## src/rtl/rv32ie_pkg.sv

```systemverilog
// Shared types, operation codes and decode helpers for the RV32I execute unit.
package rv32ie_pkg;

  typedef logic [31:0] word_t;

  typedef enum logic [5:0] {
    OP_ADD    = 6'd0,
    OP_SUB    = 6'd1,
    OP_SLL    = 6'd2,
    OP_SLT    = 6'd3,
    OP_SLTU   = 6'd4,
    OP_XOR    = 6'd5,
    OP_SRL    = 6'd6,
    OP_SRA    = 6'd7,
    OP_OR     = 6'd8,
    OP_AND    = 6'd9,
    OP_ADDI   = 6'd10,
    OP_SLTI   = 6'd11,
    OP_SLTIU  = 6'd12,
    OP_XORI   = 6'd13,
    OP_ORI    = 6'd14,
    OP_ANDI   = 6'd15,
    OP_SLLI   = 6'd16,
    OP_SRLI   = 6'd17,
    OP_SRAI   = 6'd18,
    OP_LB     = 6'd19,
    OP_LH     = 6'd20,
    OP_LW     = 6'd21,
    OP_LBU    = 6'd22,
    OP_LHU    = 6'd23,
    OP_SB     = 6'd24,
    OP_SH     = 6'd25,
    OP_SW     = 6'd26,
    OP_BEQ    = 6'd27,
    OP_BNE    = 6'd28,
    OP_BLT    = 6'd29,
    OP_BGE    = 6'd30,
    OP_BLTU   = 6'd31,
    OP_BGEU   = 6'd32,
    OP_JAL    = 6'd33,
    OP_JALR   = 6'd34,
    OP_LUI    = 6'd35,
    OP_AUIPC  = 6'd36,
    OP_ECALL  = 6'd37,
    OP_EBREAK = 6'd38,
    OP_FENCE  = 6'd39
  } op_e;

  typedef enum logic [3:0] {
    ALU_ADD  = 4'd0,
    ALU_SUB  = 4'd1,
    ALU_SLL  = 4'd2,
    ALU_SLT  = 4'd3,
    ALU_SLTU = 4'd4,
    ALU_XOR  = 4'd5,
    ALU_SRL  = 4'd6,
    ALU_SRA  = 4'd7,
    ALU_OR   = 4'd8,
    ALU_AND  = 4'd9
  } alu_fn_e;

  // Executed instruction on its way to the load alignment and writeback stage.
  typedef struct packed {
    logic        wr;
    logic [4:0]  rd;
    word_t       val;
    word_t       npc;
    logic        taken;
    logic        halted;
    logic        is_load;
    op_e         op;
    logic [1:0]  boff;
  } exec_t;

  function automatic alu_fn_e alu_fn_of(input op_e op);
    alu_fn_e fn;
    fn = ALU_ADD;
    unique case (op)
      OP_SUB:            fn = ALU_SUB;
      OP_SLL, OP_SLLI:   fn = ALU_SLL;
      OP_SLT, OP_SLTI:   fn = ALU_SLT;
      OP_SLTU, OP_SLTIU: fn = ALU_SLTU;
      OP_XOR, OP_XORI:   fn = ALU_XOR;
      OP_SRL, OP_SRLI:   fn = ALU_SRL;
      OP_SRA, OP_SRAI:   fn = ALU_SRA;
      OP_OR, OP_ORI:     fn = ALU_OR;
      OP_AND, OP_ANDI:   fn = ALU_AND;
      default:           fn = ALU_ADD;
    endcase
    return fn;
  endfunction

endpackage

```

## src/rtl/rv32ie_alu.sv

```systemverilog
// Integer ALU and branch comparator for the RV32I execute unit.
module rv32ie_alu (
  input  rv32ie_pkg::op_e   op_i,
  input  rv32ie_pkg::word_t a_i,
  input  rv32ie_pkg::word_t b_i,
  input  rv32ie_pkg::word_t imm_i,
  output rv32ie_pkg::word_t res_o,
  output logic              br_take_o
);
  import rv32ie_pkg::*;

  alu_fn_e    fn;
  word_t      opnd_b;
  logic [4:0] sh;

  always_comb begin
    fn     = alu_fn_of(op_i);
    opnd_b = (op_i <= OP_AND) ? b_i : imm_i;
    sh     = opnd_b[4:0];
    case (fn)
      ALU_ADD:  res_o = a_i + opnd_b;
      ALU_SUB:  res_o = a_i - opnd_b;
      ALU_SLL:  res_o = a_i << sh;
      ALU_SLT:  res_o = {31'b0, $signed(a_i) < $signed(opnd_b)};
      ALU_SLTU: res_o = {31'b0, a_i < opnd_b};
      ALU_XOR:  res_o = a_i ^ opnd_b;
      ALU_SRL:  res_o = a_i >> sh;
      ALU_SRA:  res_o = word_t'($signed(a_i) >>> sh);
      ALU_OR:   res_o = a_i | opnd_b;
      ALU_AND:  res_o = a_i & opnd_b;
      default:  res_o = a_i & opnd_b;
    endcase
  end

  always_comb begin
    unique case (op_i)
      OP_BEQ:  br_take_o = (a_i == b_i);
      OP_BNE:  br_take_o = (a_i != b_i);
      OP_BLT:  br_take_o = ($signed(a_i) < $signed(b_i));
      OP_BGE:  br_take_o = !($signed(a_i) < $signed(b_i));
      OP_BLTU: br_take_o = (a_i < b_i);
      OP_BGEU: br_take_o = (a_i >= b_i);
      default: br_take_o = 1'b0;
    endcase
  end

endmodule

```

## config.mk

```make
export PLATFORM = sky130hd
export DESIGN_NAME = rv32ie_alu
export DESIGN_NICKNAME = d
export VERILOG_FILES = /design/src/rtl/rv32ie_pkg.sv /design/src/rtl/rv32ie_alu.sv
export SDC_FILE = /design/constraint.sdc
export NUM_CORES = 1
export LEC_CHECK = 0
export BUFFER_PORTS_ARGS = -buffer_cell sky130_fd_sc_hd__buf_2
export CAP_MARGIN = 20
export CORE_UTILIZATION = 24
export DETAILED_ROUTE_END_ITERATION = 7
export GPL_TIMING_DRIVEN = 0
export PLACE_DENSITY = 0.47
export SYNTH_ARGS = -nofsm -noshare
export SYNTH_HDL_FRONTEND = slang
export SYNTH_SLANG_ARGS = --single-unit
```

## constraint.sdc

```tcl
create_clock -name vclk -period 15.4
set_input_delay 4.62 -clock vclk [all_inputs]
set_output_delay 4.62 -clock vclk [all_outputs]
set_load 0.02 [all_outputs]
```

======== Word level (Yosys, flattened, before mapping) ========
Memories as Yosys holds them, arrays and structs flattened.
Index checks and enable logic that the tools add are counted.
word-level totals
  bits in registers ....................... 0
  output and inout bits ................... 33
  input port bits ......................... 102
  memories ................................ 1
  memory bits (read-only) ................. 128
memory list
  memory           words  bits a word  read ports  clocked after Yosys merged registers in  wr ports  line              source
  (no name shown)  32     4            1           0                                        0         rv32ie_pkg.sv:78  unique case (op)
cells by class
  reduce and logical (&&, ||, !) cells .... 2
  $lt $le $gt $ge ......................... 6
  eq/ne operators ......................... 16
  mux-type cells .......................... 4
  bitwise operators ....................... 3
  shift operators ......................... 3
  add/sub/neg operators ................... 2
operator list
  kind                                                                   count
  32-bit one-hot mux with 9 select lines                                 1
  32-bit < comparator                                                    4
  32-bit adder                                                           1
  32-bit bitwise AND                                                     1
  32-bit == test                                                         1
  32-bit greater-or-equal comparator                                     1
  32-bit two-way mux                                                     1
  32-bit inequality test                                                 1
  32-bit OR                                                              1
  32-bit by 5-bit << shifter with 32-bit output                          1
  32-bit by 5-bit right shift with 32-bit output                         1
  32-bit by 5-bit >>> shifter with 32-bit output                         1
  32-bit subtractor                                                      1
  32-bit bitwise XOR                                                     1
  6-bit by 5-bit == test with 1-bit output, second input constant        5
  4-bit by 3-bit == test with 1-bit output, second input constant        4
  4-bit by 2-bit == test with 1-bit output, second input constant        2
  6-bit == test, second input constant                                   1
  6-bit by 4-bit <= comparator with 1-bit output, second input constant  1
  1-bit one-hot mux with 6 select lines                                  1
  4-bit by 1-bit == test with 1-bit output, second input constant        1
  4-bit == test, second input constant                                   1
  4-bit zero test                                                        1
  4-bit two-way mux                                                      1
  1-bit zero test                                                        1

======== Depth between registers and ports, before layout ========
  word-level depth ........................ 4
  depth in mapped cells ................... 23
  mapped depth without buffers ............ 18

======== Worst setup path before layout ========
No wires, ideal clock.
  path type ............................... input to output
  start ................................... input port op_i[1]
  end ..................................... output port res_o[31]
  cell stages on the path ................. 23
  path buffers ............................ 5
  setup slack ............................. 1697 ps
  arrival ................................. 9083 ps
  path through ............................ inv_1 ha_1 or3b_1 buf_2 nand2_2 clkbuf_1 clkbuf_1 nand2_1 o21ai_0 inv_1 ha_1 clkbuf_1 or2_2 clkbuf_1 o21bai_1 a21oi_1 a2111oi_0 o311a_1 o21ai_2 or3_1 a21oi_1 nor3_1 a21oi_1
between the ends
  cells in the longest elaborated chain, start to end .. 4
ends and longest elaborated chain
  element                                                                                     line                                source
  start: declaration                                                                          rv32ie_alu.sv:3                     input rv32ie_pkg::op_e op_i,
  6-bit by 4-bit <= comparator with 1-bit output / memory 32 x 4 bit (equally long branches)  --
  32-bit two-way mux / 4-bit two-way mux (equally long branches)                              rv32ie_alu.sv:18, rv32ie_pkg.sv:78
  32-bit subtractor, or another cell as far along                                             rv32ie_alu.sv:22                    ALU_SUB: res_o = a_i - opnd_b;
  32-bit one-hot mux with 9 select lines (*)                                                  rv32ie_alu.sv:20                    case (fn)
  end: declaration                                                                            rv32ie_alu.sv:7                     output rv32ie_pkg::word_t res_o,
Every way passes the cells marked *; elsewhere a longest branch is shown, timed or not.

======== Final worst setup path ========
  start ................................... input port op_i[1]
  end ..................................... output port res_o[28]
The elaborated chain is that of the path after synthesis.

==> summary.md <==
| Metric | Value |
|---|---|
| Yosys top cell area share | 15.6% |
| Detailed Place HPWL | 60800 um |
| WS Path Type | in -> out |
| Crit. End Element | primary output |
| Setup violators final | 0 |
| Power per Cell Area | 56.7 nW/um2 |
| PortBufs | 135 |
| Hold slack | 9890 ps |
| Die X | 210 um |
| Crit path depth | 20 |
| DR vias/cell | 6.16 |
| NumNets Final | 2022 |
| Layout Utilization | 28.1% |
| Register area share after synthesis | 0% |
| Internal power | 0.204 mW |
| Non-Filler Instances | 2365 |
| Cells after synthesis | 1648 |
| Core area | 42300 um2 |
| Rows | 75 |
| Placed Cells | 2368 |
| Vias | 14600 |
| Final Max Tran Viols | 0 |
| Crit share post-route | 98.8% |
| Adder-Cell Fraction of Synth Area | 15.7% |
| Seq pwr share | 0% |
| Gate power share | 100.0% |
| Post-synth cell types | 90 |
| Antenna cells | 0 |
| Sw Share | 69.7% |
| Clock power share | 0% |
| Critical Path RT | 10780 ps |
| Worst Hold Class | in -> out |
| Slew @ Worst Pin | 1270 ps |
| Slew margin rel. | 13.0% |
| Synthesized area | 10400 um2 |
| Fraction of layout cells with a size suffix above 1 | 13.6% |
| Net Count, Synth | 1880 |
| Die Area | 44100 um2 |
| Register Area | 0 um2 |
| Max Cap Viol | 0 |
| Global route total overflow | 0 |
| Pre-antenna DRT Iters | 6 |
| Critical-path cell list | buf_2, inv_1, ha_1, nor3b_4, o21ai_0, a21boi_4, inv_2, buf_1, clkdlybuf4s15_2, ha_1, a21oi_1, a311oi_1, o211ai_1, a311oi_2, nor2_1, a211oi_1, or3_1, nand3_1, a32oi_1, buf_2 |
| Initial DRC count | 1846 |
| Initial core utilization | 24.5% |
| Static Leak | 5.21 nW |
| Mux cell area share after synthesis | 7.39% |
| Post-layout min period | 15220 ps |
| Vias in the first global route | 14100 |
| Synth area leader | ha_1 |
| Tot GR Track Use | 32.4% |
| Post-synth top cells | a21oi_1, nand2_1, nor2_1 |
| Max incr delay on CP | 730 ps |
| Compound-Gate Fraction of Synth Area | 40.8% |
| Residual DRC count | 0 |
| Clk_buf instances | 0 |
| FF+latch count | 0 |
| Simple-Gate Fraction of Synth Area | 24.7% |
| Post-CTS setup buffer count | 0 |
| Most frequent cell after synthesis | a21oi_1 |
| Worst EP arrival | 10600 ps |
| Worst Path Max Fanout | 19 |
| FMAX | 0.0657 GHz |
| Io pins | 135 |
| Chip Height | 210 um |
| Antenna-violating nets left | 0 |
| Critical path's top delay family | compound AO/OA/AOI/OAI gates |
| Pin count of the biggest net entering global routing | 20 |
| Worst vdd ir | 0.0202 mV |
| Status | finished, final reports clean |
| WP buf/inv | 6 |
| Final Hold Fails | 0 |
| Startpoint Class | primary input |
| XOR/XNOR Fraction of Synth Area | 2.19% |
| Main combinational cell family by area after synthesis | compound AO/OA/AOI/OAI gates |
| Psw | 0.471 mW |
| Critical Path Source | op_i[1] |
| Syn-to-layout area delta | 14.6% |
| Hold Buf Count CTS | 0 |
| Drt wl/cell | 30.9 um |
| Critical path destination | res_o[28] |
| Initial antenna violation count | 2 |
| Slowest cell on the critical path | buf_1 |
| Ranking of synthesized cells by area | ha_1, a21oi_1, o21ai_0 |
| First-pass GRT wire length | 104000 um |
| GP Congestion | 1.06 |
| Post-Synthesis Mean Instance Area | 6.30 um2 |
| Drt total wl | 73100 um |
| Setup TNS | 0 ps |
| Yosys warning count | 0 |
cells in the final DEF, fill, tap and decap left out, types with 53 or more instances in the layout:
cell type,count
nand3_1,78
a21oi_1,155
nand2_1,145
nor2_1,144
inv_1,122
clkbuf_1,65
o21ai_0,139
buf_2,163
ha_1,129
mux2i_1,53
worst min-delay path by stage:
stage                       start         to  slack [ps]  cells past startpoint
after floorplan           a_i[31]  res_o[31]        9600                      3
after global placement     a_i[4]   res_o[4]        9870                      4
after detailed placement   a_i[4]   res_o[4]        9890                      4
after CTS                  a_i[4]   res_o[4]        9900                      4
after global routing       a_i[4]   res_o[4]        9940                      4
final                      a_i[4]   res_o[4]        9890                      4
per-stage QoR:
step	setup WS, ps	power (mW)	instance area, um2
6_report	177	0.675	11900
5_1_grt	-49.7	0.710	11900
4_1_cts	28.5	0.651	11900
3_5_place_dp	-593	0.648	11800
3_3_place_gp	-783	0.652	11800
2_1_floorplan	1700	0.394	10400
worst min-delay path: cells and delay by family:
kind | cells | cell delay (ps)
buf+inv | 2 | 290
compound gates | 1 | 170
fa+ha+maj | 1 | 200
layer usage:
layer | vias to the layer above | share of wire (%) | track usage (%)
met5 | - | 0 | 0
met4 | 0 | 5.9 | 15.0
met3 | 171 | 8.0 | 4.16
met2 | 841 | 43 | 51.0
met1 | 7138 | 43 | 43.8
li1 | 6424 | - | -
repair_timing:
| action | 4_1_cts | 5_1_grt |
|---|---|---|
| cloned | 0 | 0 |
| setup endpoints to repair | 18 | 13 |
| gates resized for setup | 7 | 16 |
final cells by class:
type | instances | area, um2
fillers | 4906 | 30400
multi-input cells | 1405 | 9470
repair buffers | 143 | 739
well taps | 577 | 722
plain buffers | 112 | 484
inverters | 128 | 480
cell families (layout without fill, tap and decap cells):
group / count (synthesis) / count (layout)
mux: 70 / 70
fa+ha+maj: 130 / 130
buf+inv: 243 / 383
compound gates: 643 / 643
xor+xnor: 26 / 26
simple gates: 536 / 536
power groups by stage:
stage | clock [mW] | combinational, mW | sequential (mW)
after floorplan | 0 | 0.394 | 0
after global placement | 0 | 0.652 | 0
after detailed placement | 0 | 0.648 | 0
after CTS | 0 | 0.651 | 0
after global routing | 0 | 0.710 | 0
final | 0 | 0.675 | 0
(Power assumes the default switching activity.)
